**src/sv/utf8_text_line_splitter_core_macros.svh**
```systemverilog
// ----------------------------------------------------------------------------
// UTF-8 text line splitter assertion macros
// Shared concurrent property checks on aclk, off while aresetn is low.
// ----------------------------------------------------------------------------
`ifndef UTF8_TEXT_LINE_SPLITTER_CORE_MACROS_SVH
`define UTF8_TEXT_LINE_SPLITTER_CORE_MACROS_SVH

// Same-cycle implication
`define UTF8LS_ASSERT_NOW(lbl, ante, cons, msg) \
    lbl: assert property (@(posedge aclk) disable iff (!aresetn) (ante) |-> (cons)) \
        else $error(msg);

// Next-cycle implication
`define UTF8LS_ASSERT_NEXT(lbl, ante, cons, msg) \
    lbl: assert property (@(posedge aclk) disable iff (!aresetn) (ante) |=> (cons)) \
        else $error(msg);

`endif

```
**src/sv/utf8ls_pkg.sv**
```systemverilog
// ----------------------------------------------------------------------------
// utf8ls_pkg
// Types and constants shared by the UTF-8 text line splitter modules.
// ----------------------------------------------------------------------------
package utf8ls_pkg;

    localparam int TAB_WIDTH = 8;
    localparam int SPACE_W   = $clog2(TAB_WIDTH + 1);
    localparam int CP_W      = 31;
    localparam int BYTE_W    = 8;

    localparam logic [BYTE_W-1:0] CH_TAB   = 8'h09;
    localparam logic [BYTE_W-1:0] CH_LF    = 8'h0A;
    localparam logic [BYTE_W-1:0] CH_CR    = 8'h0D;
    localparam logic [CP_W-1:0]   CP_VT    = 31'h0000_000B;
    localparam logic [CP_W-1:0]   CP_FF    = 31'h0000_000C;
    localparam logic [CP_W-1:0]   CP_NEL   = 31'h0000_0085;
    localparam logic [CP_W-1:0]   CP_LSEP  = 31'h0000_2028;
    localparam logic [CP_W-1:0]   CP_PSEP  = 31'h0000_2029;
    localparam logic [CP_W-1:0]   CP_SPACE = 31'h0000_0020;

    // Results still owed for one accepted byte, in emission order:
    // held CR line end, decoded code, tab spaces, text end.
    typedef struct packed {
        logic               cr_le;
        logic               code_vld;
        logic               code_le;
        logic [CP_W-1:0]    code_point;
        logic [SPACE_W-1:0] space_cnt;
        logic               fin;
    } plan_t;

    function automatic logic is_line_term(input logic [CP_W-1:0] cp);
        return (cp == CP_W'(CH_LF)) || (cp == CP_VT) || (cp == CP_FF) ||
               (cp == CP_W'(CH_CR)) || (cp == CP_NEL) || (cp == CP_LSEP) ||
               (cp == CP_PSEP);
    endfunction

endpackage

```
**src/sv/utf8ls_decode.sv**
```systemverilog
// ----------------------------------------------------------------------------
// utf8ls_decode
// Byte-level UTF-8 decoder state plus CR/LF folding and tab expansion plan.
// ----------------------------------------------------------------------------
`include "utf8_text_line_splitter_core_macros.svh"

module utf8ls_decode (
    input  logic                                aclk,
    input  logic                                aresetn,
    input  logic                                in_en,
    input  logic [utf8ls_pkg::BYTE_W-1:0]       text_byte,
    input  logic                                final_byte,
    output utf8ls_pkg::plan_t                   plan_o
);

    logic                           held_cr_reg, held_cr_next;
    logic [2:0]                     cont_left_reg, cont_left_next;
    logic [utf8ls_pkg::CP_W-1:0]    partial_reg, partial_next;

    logic [2:0]                     cont_a;
    logic [utf8ls_pkg::CP_W-1:0]    part_a;
    logic [utf8ls_pkg::CP_W-1:0]    cont_bits;
    logic [utf8ls_pkg::CP_W-1:0]    code;
    logic                           code_vld;

    always_comb begin
        plan_o       = '0;
        held_cr_next = 1'b0;
        code         = '0;
        code_vld     = 1'b0;
        cont_bits    = '0;
        cont_a       = cont_left_reg;
        part_a       = partial_reg;

        // Release a held CR unless this byte is the LF that completes CR LF; with a sequence open, drop it and the CR
        if (held_cr_reg && (text_byte != utf8ls_pkg::CH_LF)) begin
            if (cont_left_reg != 3'd0) begin
                cont_a = 3'd0;
                part_a = '0;
            end else begin
                plan_o.cr_le = 1'b1;
            end
        end

        cont_left_next = cont_a;
        partial_next   = part_a;

        if ((text_byte == utf8ls_pkg::CH_CR) && !final_byte) begin
            held_cr_next = 1'b1;
        end else if (text_byte == utf8ls_pkg::CH_TAB) begin
            // first space breaks an open sequence and is dropped
            if (cont_a != 3'd0) begin
                plan_o.space_cnt = utf8ls_pkg::SPACE_W'(utf8ls_pkg::TAB_WIDTH - 1);
            end else begin
                plan_o.space_cnt = utf8ls_pkg::SPACE_W'(utf8ls_pkg::TAB_WIDTH);
            end
            cont_left_next = 3'd0;
            partial_next   = '0;
        end else if (cont_a != 3'd0) begin
            if (text_byte[7:6] == 2'b10) begin
                cont_left_next = cont_a - 3'd1;
                case (cont_left_next)
                    3'd0:    cont_bits = utf8ls_pkg::CP_W'(text_byte[5:0]);
                    3'd1:    cont_bits = utf8ls_pkg::CP_W'(text_byte[5:0]) << 6;
                    3'd2:    cont_bits = utf8ls_pkg::CP_W'(text_byte[5:0]) << 12;
                    3'd3:    cont_bits = utf8ls_pkg::CP_W'(text_byte[5:0]) << 18;
                    default: cont_bits = utf8ls_pkg::CP_W'(text_byte[5:0]) << 24;
                endcase
                partial_next = part_a | cont_bits;
                if (cont_left_next == 3'd0) begin
                    code_vld     = 1'b1;
                    code         = partial_next;
                    partial_next = '0;
                end
            end else begin
                // drop the breaking byte with the open sequence
                cont_left_next = 3'd0;
                partial_next   = '0;
            end
        end else begin
            casez (text_byte)
                8'b0???????: begin
                    code_vld = 1'b1;
                    code     = utf8ls_pkg::CP_W'(text_byte);
                end
                8'b110?????: begin
                    cont_left_next = 3'd1;
                    partial_next   = utf8ls_pkg::CP_W'(text_byte[4:0]) << 6;
                end
                8'b1110????: begin
                    cont_left_next = 3'd2;
                    partial_next   = utf8ls_pkg::CP_W'(text_byte[3:0]) << 12;
                end
                8'b11110???: begin
                    cont_left_next = 3'd3;
                    partial_next   = utf8ls_pkg::CP_W'(text_byte[2:0]) << 18;
                end
                8'b111110??: begin
                    cont_left_next = 3'd4;
                    partial_next   = utf8ls_pkg::CP_W'(text_byte[1:0]) << 24;
                end
                8'b1111110?: begin
                    cont_left_next = 3'd5;
                    partial_next   = utf8ls_pkg::CP_W'(text_byte[0]) << 30;
                end
                default: begin
                    // lone continuation, 0xFE, 0xFF: drop
                end
            endcase
        end

        if (final_byte) begin
            cont_left_next = 3'd0;
            partial_next   = '0;
            held_cr_next   = 1'b0;
            plan_o.fin     = 1'b1;
        end

        plan_o.code_vld = code_vld;
        if (code_vld && utf8ls_pkg::is_line_term(code)) begin
            plan_o.code_le    = 1'b1;
            plan_o.code_point = '0;
        end else begin
            plan_o.code_point = code;
        end
    end

    always_ff @(posedge aclk) begin
        if (!aresetn) begin
            held_cr_reg   <= 1'b0;
            cont_left_reg <= 3'd0;
            partial_reg   <= '0;
        end else if (in_en) begin
            held_cr_reg   <= held_cr_next;
            cont_left_reg <= cont_left_next;
            partial_reg   <= partial_next;
        end
    end

    `UTF8LS_ASSERT_NEXT(a_final_clears, in_en && final_byte, (cont_left_reg == 3'd0) && !held_cr_reg, "state not cleared after final byte")
    `UTF8LS_ASSERT_NEXT(a_cr_held, in_en && (text_byte == utf8ls_pkg::CH_CR) && !final_byte, held_cr_reg, "CR not held")
    `UTF8LS_ASSERT_NOW(a_cont_range, 1'b1, cont_left_reg <= 3'd5, "continuation count out of range")

endmodule

```
**src/sv/utf8_text_line_splitter_core.sv**
```systemverilog
// ----------------------------------------------------------------------------
// utf8_text_line_splitter_core
// UTF-8 text bytes in, decoded code points and line ends out.
// ----------------------------------------------------------------------------
// Usage:
//   s_ channel: one text byte per transfer in s_tdata[7:0]; s_tlast marks
//   the final byte of a text. m_ channel: one result per transfer, code
//   point in m_tdata[30:0], m_tuser[0] line end, m_tuser[1] text end,
//   m_tlast on the last result caused by one input byte.
//   A byte is decoded as it is accepted into a plan register that holds its
//   pending results (held CR line end, code or tab spaces, text end); the
//   emitter moves one result per cycle into the output register while the
//   output register is empty or m_tready is high. The first result of a
//   byte passes through the plan register, then the output register.
//   Throughput: 1 byte per cycle while each byte gives at most one result
//   and the output is not stalled; a byte giving several results (up to
//   10 for a tab after a held CR on the final byte) holds the emitter, and
//   s_tready stays low until its last result moves into the output
//   register. Bytes that give no result leave the plan empty.
//   Reset clears the decoder state, the plan and the output valid.
//   When m_tready is low the output register holds its result and the plan
//   stalls; s_tready drops once the plan holds undelivered results.
// ----------------------------------------------------------------------------
`include "utf8_text_line_splitter_core_macros.svh"

module utf8_text_line_splitter_core (
    input  logic        aclk,
    input  logic        aresetn,
    input  logic        s_tvalid,
    output logic        s_tready,
    input  logic [7:0]  s_tdata,   // [7:0] text_byte
    input  logic        s_tlast,   // final_byte
    output logic        m_tvalid,
    input  logic        m_tready,
    output logic [31:0] m_tdata,   // [30:0] code_point, [31] zero
    output logic [1:0]  m_tuser,   // [0] line_end, [1] text_end
    output logic        m_tlast    // last_of_run
);

    utf8ls_pkg::plan_t              plan_in;
    utf8ls_pkg::plan_t              plan_reg, plan_next, plan_after;

    logic                           m_tvalid_reg;
    logic [utf8ls_pkg::CP_W-1:0]    m_code_reg, m_code_next;
    logic                           m_le_reg, m_le_next;
    logic                           m_te_reg, m_te_next;
    logic                           m_last_reg, m_last_next;

    logic                           plan_any;
    logic                           plan_last;
    logic                           emit_en;
    logic                           s_accept;

    utf8ls_decode u_decode (
        .aclk       (aclk),
        .aresetn    (aresetn),
        .in_en      (s_accept),
        .text_byte  (s_tdata),
        .final_byte (s_tlast),
        .plan_o     (plan_in)
    );

    assign plan_any = plan_reg.cr_le || plan_reg.code_vld ||
                      (plan_reg.space_cnt != '0) || plan_reg.fin;

    // Pick the first pending result and drop it from the plan
    always_comb begin
        plan_after  = plan_reg;
        m_code_next = '0;
        m_le_next   = 1'b0;
        m_te_next   = 1'b0;
        if (plan_reg.cr_le) begin
            m_le_next        = 1'b1;
            plan_after.cr_le = 1'b0;
        end else if (plan_reg.code_vld) begin
            m_code_next         = plan_reg.code_point;
            m_le_next           = plan_reg.code_le;
            plan_after.code_vld = 1'b0;
        end else if (plan_reg.space_cnt != '0) begin
            m_code_next          = utf8ls_pkg::CP_SPACE;
            plan_after.space_cnt = plan_reg.space_cnt - utf8ls_pkg::SPACE_W'(1);
        end else begin
            m_le_next      = 1'b1;
            m_te_next      = plan_reg.fin;
            plan_after.fin = 1'b0;
        end
        plan_last   = !(plan_after.cr_le || plan_after.code_vld ||
                        (plan_after.space_cnt != '0) || plan_after.fin);
        m_last_next = plan_last;
    end

    assign emit_en  = plan_any && (!m_tvalid_reg || m_tready);
    assign s_tready = !plan_any || (emit_en && plan_last);
    assign s_accept = s_tvalid && s_tready;

    always_comb begin
        plan_next = plan_reg;
        if (s_accept) begin
            plan_next = plan_in;
        end else if (emit_en) begin
            plan_next = plan_after;
        end
    end

    always_ff @(posedge aclk) begin
        if (!aresetn) begin
            plan_reg     <= '0;
            m_tvalid_reg <= 1'b0;
        end else begin
            plan_reg <= plan_next;
            if (emit_en) begin
                m_tvalid_reg <= 1'b1;
            end else if (m_tready) begin
                m_tvalid_reg <= 1'b0;
            end
        end
    end

    always_ff @(posedge aclk) begin
        if (emit_en) begin
            m_code_reg <= m_code_next;
            m_le_reg   <= m_le_next;
            m_te_reg   <= m_te_next;
            m_last_reg <= m_last_next;
        end
    end

    assign m_tvalid = m_tvalid_reg;
    assign m_tdata  = {1'b0, m_code_reg};
    assign m_tuser  = {m_te_reg, m_le_reg};
    assign m_tlast  = m_last_reg;

    `UTF8LS_ASSERT_NOW(a_te_is_le, m_tvalid && m_tuser[1], m_tuser[0] && m_tlast, "text end without line end or last")
    `UTF8LS_ASSERT_NOW(a_le_zero, m_tvalid && m_tuser[0], m_tdata == 32'd0, "line end carries a code")
    `UTF8LS_ASSERT_NOW(a_no_overrun, plan_any && m_tvalid_reg && !m_tready, !s_tready, "input taken while results stalled")

endmodule
```
**config.mk**
```make
export PLATFORM = sky130hd
export DESIGN_NAME = utf8_text_line_splitter_core
export DESIGN_NICKNAME = d
export VERILOG_FILES = /design/src/sv/utf8ls_pkg.sv /design/src/sv/utf8ls_decode.sv /design/src/sv/utf8_text_line_splitter_core.sv
export VERILOG_INCLUDE_DIRS = /design/src /design/src/sv
export SDC_FILE = /design/constraint.sdc
export NUM_CORES = 1
export LEC_CHECK = 0
export BUFFER_PORTS_ARGS = -buffer_cell sky130_fd_sc_hd__buf_2
export CORE_UTILIZATION = 50
export DETAILED_ROUTE_END_ITERATION = 10
export PLACE_DENSITY = 0.69
export SETUP_SLACK_MARGIN = 0.15
export SKIP_LAST_GASP = 1
export SLEW_MARGIN = 20
export SYNTH_ARGS = -nofsm -noshare
export SYNTH_HDL_FRONTEND = slang
export SYNTH_SLANG_ARGS = --single-unit
export TNS_END_PERCENT = 20
```
**constraint.sdc**
```tcl
create_clock -name aclk -period 3.9 [get_ports aclk]
set_input_delay 0.78 -clock aclk [delete_from_list [all_inputs] [get_ports aclk]]
set_output_delay 0.78 -clock aclk [all_outputs]
set_load 0.1 [all_outputs]
```
Yosys cells after proc, flatten, opt, wreduce, memory -nomap -nowiden

Index checks and enable logic that the tools add are counted.
Widths: inputs -> output; s select.

Register bits: 109
Word-level logic and storage cells: 124
Output and inout bits: 37
Input bits: 13

Reduce and logical (&&, ||, !) cells: 31
Equal/unequal tests: 19
Multiplexer cells: 57
Bitwise gates (word level): 1
Add/sub/neg operators: 2

Operators with widths:

| operator             | count |
|---|---|
| $mux 31              | 19 |
| $pmux 31 s5          | 1 |
| $eq 31x4->1 const B  | 4 |
| $pmux 30 s4          | 1 |
| $mux 39              | 2 |
| $eq 31x14->1 const B | 2 |
| $eq 31x8->1 const B  | 1 |
| $or 31x31->31        | 1 |
| $mux 3               | 7 |
| $mux 1               | 18 |
| $eq 8x4->1 const B   | 2 |
| $mux 4               | 4 |
| $pmux 3 s5           | 1 |
| $logic_or 1x1->1     | 13 |
| $mux 5               | 2 |
| $ne 8x4->1 const B   | 1 |
| $reduce_bool 4->1    | 2 |
| $eq 7x7->1 const B   | 1 |
| $mux 7               | 1 |
| $eq 3x2->1 const B   | 2 |
| $eq 6x6->1 const B   | 1 |
| $logic_and 1x1->1    | 6 |
| $mux 6               | 1 |
| $reduce_bool 3->1    | 2 |
| 11 further kinds     | 15 |

Depth between registers and ports, before layout

Gate-level depths: netlist (run 1).

Depth after elaboration: 26
Gate-level depth with buffers: 14
Mapped depth without buffers: 11

Modules after synthesis

Synthesis (run 1) repeated with hierarchy kept, for this count alone.

Cell total of the unflattened synthesis: 689
Area total of the unflattened synthesis: 6034.5 sq um

Modules (own cells, without submodules):

| module                       | sequential area each (sq um) | times used | area each (sq um) | cells each |
|---|---|---|---|---|
| utf8_text_line_splitter_core | 1821.7                       | 1          | 3190.6            | 297 |
| utf8ls_decode                | 700.7                        | 1          | 2844.0            | 392 |

Worst setup path before layout (run 1)

OpenSTA, ideal clock, no wires.

Kind: input-to-reg
Start point: in s_tdata[4]
End point: reg plan_reg, in the netlist plan_after[8]
Library setup time: 0.140 ns
Data required time: 3.760 ns
Path buffers: 2
Slack: 0.471 ns
Stages on the path: 13
Data arrival time: 3.289 ns
Path through: buf_6 > nor4b_4 > a41o_4 > buf_8 > and2_1 > ha_1 > nor2b_1 > o21ai_0 > nand3_4 > o32ai_1 > a41oi_2 > nor3_2 > a221oi_1

Longest elaborated chain between the ends: 26
Elaborated cells between the ends (all ways): 46
Classes of those cells: 1 x add/sub; 13 x eq/ne; 20 x mux; 1 x bitwise; 11 x reduce/logical

Ends and longest elaborated chain:

| what                                     | RTL line                            | source |
|---|---|---|
| start, declared                          | utf8_text_line_splitter_core.sv:31  | `input logic [7:0] s_tdata,` |
| $ne 8x4->1                               | utf8ls_decode.sv:36                 | `if (held_cr_reg && (text_byte != utf8ls_pkg::CH_LF)) begin` |
| $logic_and 1x1->1                        | utf8ls_decode.sv:36                 |  |
| $mux 3                                   | utf8ls_decode.sv:36                 |  |
| $sub 3x1->3                              | utf8ls_decode.sv:61                 | `cont_left_next = cont_a - 3'd1;` |
| $eq 3x2->1, or another cell as far along | utf8ls_decode.sv:62                 | `case (cont_left_next)` |
| $pmux 30 s4                              | utf8ls_decode.sv:62                 |  |
| $mux 31                                  | utf8ls_decode.sv:60                 | `if (text_byte[7:6] == 2'b10) begin` |
| $mux 31                                  | utf8ls_decode.sv:59                 | `end else if (cont_a != 3'd0) begin` |
| [... 6 more ...]                         | -                                   |  |
| $mux 31                                  | utf8ls_decode.sv:50                 | `end else if (text_byte == utf8ls_pkg::CH_TAB) begin` |
| $mux 31                                  | utf8ls_decode.sv:48                 | `if ((text_byte == utf8ls_pkg::CH_CR) && !final_byte) begin` |
| $eq 31x4->1                              | utf8ls_pkg.sv:34                    | `return (cp == CP_W'(CH_LF)) \|\| (cp == CP_VT) \|\| (cp == CP_FF) \|\|` |
| $logic_or 1x1->1 (3 in series)           | utf8ls_pkg.sv:34                    |  |
| $logic_or 1x1->1 (3 in series)           | utf8ls_pkg.sv:35                    | `(cp == CP_W'(CH_CR)) \|\| (cp == CP_NEL) \|\| (cp == CP_LSEP) \|\|` |
| $logic_and 1x1->1                        | utf8ls_decode.sv:120                | `if (code_vld && utf8ls_pkg::is_line_term(code)) begin` |
| $mux 31 *                                | utf8ls_decode.sv:120                |  |
| $mux 39 *                                | utf8_text_line_splitter_core.sv:98  | `if (s_accept) begin` |
| end signal, assigned                     | utf8_text_line_splitter_core.sv:110 | `plan_reg <= plan_next;` |
| end, declared                            | utf8_text_line_splitter_core.sv:41  | `utf8ls_pkg::plan_t plan_reg, plan_next, plan_after;` |

Every way passes the cells marked *; elsewhere a longest branch is shown, timed or not. The select of a mux whose other input is x is not followed.
A chain may end at the register's enable or synchronous reset.

Final worst setup path (run 1)

Start point: reg plan_reg[1] (netlist bit)
End point: out s_tready

Longest elaborated chain between the ends: 10
Elaborated cells between the ends (all ways): 16
Classes of those cells: 1 x add/sub; 4 x mux; 11 x reduce/logical

Ends and longest elaborated chain:

| what                                             | RTL line                                                                                                   | source |
|---|---|---|
| $sub 4x1->4 or $reduce_bool 4->1 (tied branches) | utf8_text_line_splitter_core.sv:81, utf8_text_line_splitter_core.sv:64, utf8_text_line_splitter_core.sv:79 |  |
| $mux 4                                           | utf8_text_line_splitter_core.sv:79                                                                         | `end else if (plan_reg.space_cnt != '0) begin` |
| $mux 5                                           | utf8_text_line_splitter_core.sv:75                                                                         | `end else if (plan_reg.code_vld) begin` |
| $mux 5                                           | utf8_text_line_splitter_core.sv:72                                                                         | `if (plan_reg.cr_le) begin` |
| $reduce_bool 4->1                                | utf8_text_line_splitter_core.sv:88                                                                         | `(plan_after.space_cnt != '0) \|\| plan_after.fin);` |
| $logic_or 1x1->1                                 | utf8_text_line_splitter_core.sv:87                                                                         | `plan_last = !(plan_after.cr_le \|\| plan_after.code_vld \|\|` |
| $logic_or 1x1->1                                 | utf8_text_line_splitter_core.sv:88                                                                         |  |
| $logic_not 1->1                                  | utf8_text_line_splitter_core.sv:87                                                                         |  |
| $logic_and 1x1->1                                | utf8_text_line_splitter_core.sv:93                                                                         | `assign s_tready = !plan_any \|\| (emit_en && plan_last);` |
| $logic_or 1x1->1 *                               | utf8_text_line_splitter_core.sv:93                                                                         |  |
| end, declared                                    | utf8_text_line_splitter_core.sv:30                                                                         | `output logic s_tready,` |

Every way passes the cells marked *; elsewhere a longest branch is shown, timed or not.

==> flow_metrics.tcl, run 1 <==
set metrics [dict create \
    synthFlopType "dfxtp_1" \
    cts_tree "done" \
    postRouteWirelength_mm 14.36 \
    path_class "register to primary output" \
    met1_usage 0.3759 \
    synth_seq_area_share 0.4589 \
    diodes 0 \
    synth_most_common_cell "dfxtp_1" \
    syn_to_final_growth_pct 9.401 \
    hold_class "register to register" \
    antenna_left 0 \
    largest_reg_flops 32 \
    cap_violations 0 \
    core_sq_um 10510 \
    syn_inst 610 \
    holdPathStages 2 \
    fin_nets 650 \
    min_period_ns 3.539 \
    syn_area_sq_um 5497 \
    tns_ns 0 \
    worst_setup_path_end_kind "primary output" \
    finalPower_mw 4.994 \
    max_freq_mhz 282.6 \
    tightest_slew_ns 0.7193 \
    gp_congestion 0.9483 \
    ys_seq_elements 109 \
    critical-path-top-delay-family "compound AO/OA/AOI/OAI gates" \
    wire_per_inst_microns 18.51 \
    yosys_warnings 0 \
    grt_pass1_wl_mm 23.01 \
    min_to "plan_after[16]" \
    ys_top_cells_by_area "dfxtp_1, edfxtp_1, a21oi_1, nor2_1, and2_1" \
    clk_latency_ns 0.37 \
    fp.dieH_microns 106.8 \
    synth_top_area_cell "dfxtp_1" \
    io_pins 50 \
    first_global_vias 4368 \
    fin_worst_skew_ns 0.01379 \
    vias 4866 \
    setup.worst_path.start_class "register" \
    required_ns 3.12 \
    overflow 0 \
    critPathMaxStageDelay_ns 0.42 \
    antenna_found_initial 0 \
    leakagePower_nw 2.243 \
    htreeDepth 3 \
    rr_worst_depth 10 \
    cts_resized 0 \
    cp_max_fo 6 \
    worst-path-buf-inv 3 \
    powerDensity_nw_per_um2 830.5 \
    place_hpwl_mm 9.931 \
    async_flop_share 0 \
    cts_max_path_buffers 2 \
    drc 0 \
    use_met2 0.3829 \
    status "completed" \
    holdWs_ns 0.4487 \
    grt_usage 0.2603 \
    r2r_end "plan_after[5]" \
    fillers 940 \
    vdd.ir_drop.worst_uv 624.1 \
    io_buffers 48 \
    ys_top_cells_by_count "dfxtp_1, nor2_1, nand2_1, a21oi_1, and2_1" \
    rsz0062_at_grt "false" \
    numCtsBuffers 9 \
    yosysTopAreaCellShare 0.2732 \
    avgSynthCellArea_sq_um 9.011 \
    die_area_sq_um 11420 \
    hp-start "plan_after[16]" \
    finalHoldViolCount 0 \
    path_cells "inv_1, ha_1, nand2b_1, o21ai_1, mux2_2, a41oi_1, inv_1, buf_2" \
    drive_gt1_frac 0.1766 \
    post-route-period-util 0.9074 \
    crit_top_cell "inv_1" \
    grtUsageMet3 0.05653 \
    synth-edff-count 34 \
    grt.busiest_layer "met2" \
    worst_ep_arrival_time_ns 2.76 \
    path_clk_slew_ns 0.10 \
    cts-root-buf "clkbuf_8" \
    r2r_start "plan_reg[1]" \
    relSlewSlack 0.5175 \
    cp_slowest_cell "mux2_2" \
    drt-pass1-iter-count 5 \
    hold_buffers 0 \
    worst-r2r-setup-slack_ns 0.56 \
    via_per_inst 6.271 \
    rows 37 \
    grt_max_degree 47 \
    drtIter0Drc 514 \
    postCtsSetupBuffers 0 \
    ys_types 78 \
    start_util 0.5230 \
    syn_nets 625 \
    maxSlewViolCount 0 \
    cts.sinks 109 \
    die_w_microns 106.8 \
    setup_viol 0 \
]
[worst min-delay path: cells and delay by family (launching register included)]
family	cells	cell delay (ns)
DFF	1	0.32
AOI/OAI and AO/OA	1	0.05
and+or+nand+nor	1	0.05
[placed cells by master, fill, tap and decap left out, types with 4 or more instances in the layout]
cell type	count
edfxtp_1	34
dfxtp_1	75
buf_4	18
nor4_1	9
nand2_1	59
a21oi_1	54
or3_1	9
buf_2	48
nor2_1	61
nand3_1	19
nand2b_1	6
a31oi_1	5
nor3_1	18
o21ai_0	23
clkbuf_8	9
inv_1	9
nand4_1	4
a22o_1	6
and3_1	10
a32oi_1	6
a22oi_1	27
a221oi_1	6
and2_1	36
[final cells by class]
class                   instances  area (sq um)  area share
clock buffers                   9         123.9     0.02060
clock inverters                 7         73.82     0.01228
inverters                      10         37.54    0.006242
multi-input cells             437          2670      0.4440
flip-flops and latches        109          2522      0.4195
well taps                     136         170.2     0.02830
repair buffers                 68         415.4     0.06908
[kinds of logic after synthesis]
| family | after synthesis | synth area share |
|---|---|---|
| AOI/OAI and AO/OA | 171 | 0.2210 |
| xor gates and xnor gates | 2 | 0.003187 |
| adders and majority gates | 2 | 0.004552 |
| buffers and inverters | 64 | 0.05668 |
| DFF | 109 | 0.4589 |
| muxes | 4 | 0.007512 |
| other | 1 | 0.0006822 |
| and+or+nand+nor | 257 | 0.2474 |
[stage by stage]
stage | std cells | setup WS, ns | util | cell area (sq um)
finish | 776 | 0.3611 | 0.5722 | 6013
global route | 776 | 0.1928 | 0.5722 | 6013
CTS | 776 | 0.3881 | 0.5722 | 6013
detailed placement | 760 | 0.2868 | 0.5534 | 5816
global placement | 760 | 0.3929 | 0.5534 | 5816
floorplan | 610 | 0.4714 | - | 5497
[per-layer routing]
layer	vias up	routed length, microns
li1	2279	-
met2	250	6310
met5	-	0
met3	21	1224
met4	0	272
met1	2316	6554
[worst max path at each step]
stage / from / to / slack (ns) / depth (start not counted)
finish: plan_reg[1] / s_tready / 0.36 / 8
global route: plan_reg[1] / s_tready / 0.19 / 8
CTS: plan_reg[1] / s_tready / 0.39 / 8
detailed placement: s_tdata[0] / plan_after[5] / 0.29 / 12
global placement: s_tdata[0] / plan_after[6] / 0.39 / 12
floorplan: s_tdata[4] / plan_after[8] / 0.47 / 13
[power by group]
group / total (mW) / internal [mW] / switching (mW)
clock: 0.695 / 0.300 / 0.395
sequential: 1.57 / 1.48 / 0.0867
combinational: 2.73 / 0.484 / 2.25
total: 4.99 / 2.26 / 2.73
No activity file was read; power rests on OpenSTA's default activity.
==> inputs of run 2 (changes only) <==
--- a/config.mk
+++ b/config.mk
@@ -9,7 +9,7 @@
 export BUFFER_PORTS_ARGS = -buffer_cell sky130_fd_sc_hd__buf_2
 export CORE_UTILIZATION = 50
 export DETAILED_ROUTE_END_ITERATION = 10
-export PLACE_DENSITY = 0.69
+export PLACE_DENSITY = 0.65
 export SETUP_SLACK_MARGIN = 0.15
 export SKIP_LAST_GASP = 1
 export SLEW_MARGIN = 20
==> flow_metrics.tcl, run 2 (synthesized netlist as in run 1, its figures left out) <==
set metrics [dict create \
    via_per_inst 6.055 \
    powerDensity_nw_per_um2 816.6 \
    drt-pass1-iter-count 5 \
    place_hpwl_mm 10.12 \
    rows 37 \
    cp_max_fo 10 \
    grt_pass1_wl_mm 23.15 \
    numCtsBuffers 9 \
    crit_cells 12 \
    fin_nets 652 \
    tightest_slew_ns 0.8171 \
    syn_to_final_growth_pct 8.627 \
    wire_per_inst_microns 18.36 \
    critical-path-top-delay-family "compound AO/OA/AOI/OAI gates" \
    critPathMaxStageDelay_ns 0.34 \
    largest_reg_flops 32 \
    path_clk_slew_ns 0.09 \
    internal_power_mw 2.182 \
    htreeDepth 3 \
    relSlewSlack 0.4412 \
    vias 4711 \
    clk_latency_ns 0.38 \
    required_ns 4.12 \
    die_area_sq_um 11420 \
    antenna_left 0 \
    drtIter0Drc 433 \
    grt_usage 0.2617 \
    max_freq_mhz 307.5 \
    drive_gt1_frac 0.1760 \
    critPathLaunch "s_tdata[0]" \
    r2r_start "plan_reg[38]" \
    min_period_ns 3.252 \
    fp.dieH_microns 106.8 \
    io_buffers 48 \
    setup.worst_path.start_class "input port" \
    gp_congestion 0.9004 \
    p_comb_frac 0.553 \
    p_switching_mw 2.694 \
    rr_worst_depth 8 \
    worst-path-buf-inv 1 \
    dp_slack_ns 0.3093 \
    core_sq_um 10510 \
    postCtsSetupBuffers 0 \
    path_class "input port to register" \
    cts_max_path_buffers 2 \
    io_pins 50 \
    worst-r2r-setup-slack_ns 0.93 \
    multi_input_area_sq_um 2670 \
    rsz0062_at_grt "false" \
    fin_util 0.5682 \
    path_cells "buf_2, nor2_1, a41o_4, and2_1, ha_1, nor2b_1, o21ai_0, nand3_4, o32ai_1, a41oi_2, nor3_2, a221oi_1" \
    leakagePower_nw 2.230 \
    finalHoldViolCount 0 \
    hold_class "register to register" \
    postRouteWirelength_mm 14.29 \
    cp_slowest_cell "o21ai_0" \
    fillers 992 \
    drc 0 \
    fin_worst_skew_ns 0.01083 \
    cts_resized 0 \
    post-route-period-util 0.8338 \
    r2r_end "u_decode.partial_reg[9]" \
    worst_setup_path_end_kind "register" \
    final_common_cell "dfxtp_1" \
    cts_tree "done" \
    overflow 0 \
    cts.sinks 109 \
    tns_ns 0 \
    grt_max_degree 60 \
    cts-root-buf "clkbuf_8" \
    crit_end "plan_after[5]" \
    layout_common_cells "dfxtp_1, nor2_1, nand2_1, a21oi_1, buf_2" \
    clkPwrFrac 0.126 \
    first_global_vias 4437 \
    start_util 0.5230 \
    p_sw_frac 0.5524 \
    cap_violations 0 \
    p_seq_frac 0.321 \
    diodes 0 \
    die_w_microns 106.8 \
    maxSlewViolCount 0 \
    status "completed" \
    hold_buffers 0 \
    setup_slack_ns 0.6483 \
    worst_ep_arrival_time_ns 3.47 \
    seqCellArea_sq_um 2522 \
    antenna_found_initial 0 \
    vdd.ir_drop.worst_uv 770.1 \
    setup_viol 0 \
]
run 2: cell types whose count changed in the layout (fill, tap and decap cells not counted):
cell        delta
buf_12         -2
buf_4          +4
inv_6          +2
clkinv_4       -1
bufinv_16      -1
clkinvlp_4     -1
inv_8          -1
clkbuf_1       +2
run 2: layout make-up:
cell class | instances | area share
Clock inverter | 5 | 0.005658
Tap cell | 136 | 0.02850
Clock buffer | 11 | 0.02200
Timing Repair Buffer | 70 | 0.06790
Multi-Input combinational cell | 437 | 0.4472
Sequential cell | 109 | 0.4225
Inverter | 10 | 0.006287
run 2: routing by layer:
metal | vias up | wire length (microns) | global-route usage | part of all wire
li1 | 2268 | - | - | -
met2 | 187 | 6299 | 0.4005 | 0.44
met5 | - | 0 | 0 | 0
met1 | 2229 | 6724 | 0.3667 | 0.47
met3 | 27 | 952 | 0.04195 | 0.067
met4 | 0 | 310 | 0.1086 | 0.022
run 2: power by group through the flow:
stage          Sequential [mW]  Combinational (mW)  Clock (mW)
6_report                  1.57                2.70       0.615
2_1_floorplan             2.80                1.05           0
4_1_cts                   1.57                2.70       0.628
5_1_grt                   1.59                2.85       0.665
3_5_place_dp              1.59                2.70           0
3_3_place_gp              1.59                2.68           0
run 2: worst min path at each step:
stage / startpoint / endpoint / slack [ns] / depth (start not counted)
2_1_floorplan: plan_after[17] / plan_after[17] / 0.43 / 2
3_3_place_gp: plan_after[9] / plan_after[9] / 0.44 / 2
3_5_place_dp: plan_after[20] / plan_after[20] / 0.44 / 2
4_1_cts: plan_after[20] / plan_after[20] / 0.45 / 2
5_1_grt: plan_after[17] / plan_after[17] / 0.48 / 2
6_report: plan_after[20] / plan_after[20] / 0.45 / 2
run 2: tightest hold or removal path, stage by stage, from the launching register on:
cell and delay (ns):
dfxtp_1 0.32, nand2_1 0.05, a21oi_1 0.05
run 2: through the flow:
stage | power [mW] | cells | cell area, sq um | hold WS (ns)
global placement | 4.262 | 762 | 5806 | 0.4363
CTS | 4.894 | 778 | 5971 | 0.4522
global route | 5.106 | 778 | 5971 | 0.4818
floorplan | 3.850 | 610 | 5497 | 0.4273
detailed placement | 4.293 | 762 | 5806 | 0.4402
finish | 4.876 | 778 | 5971 | 0.4497
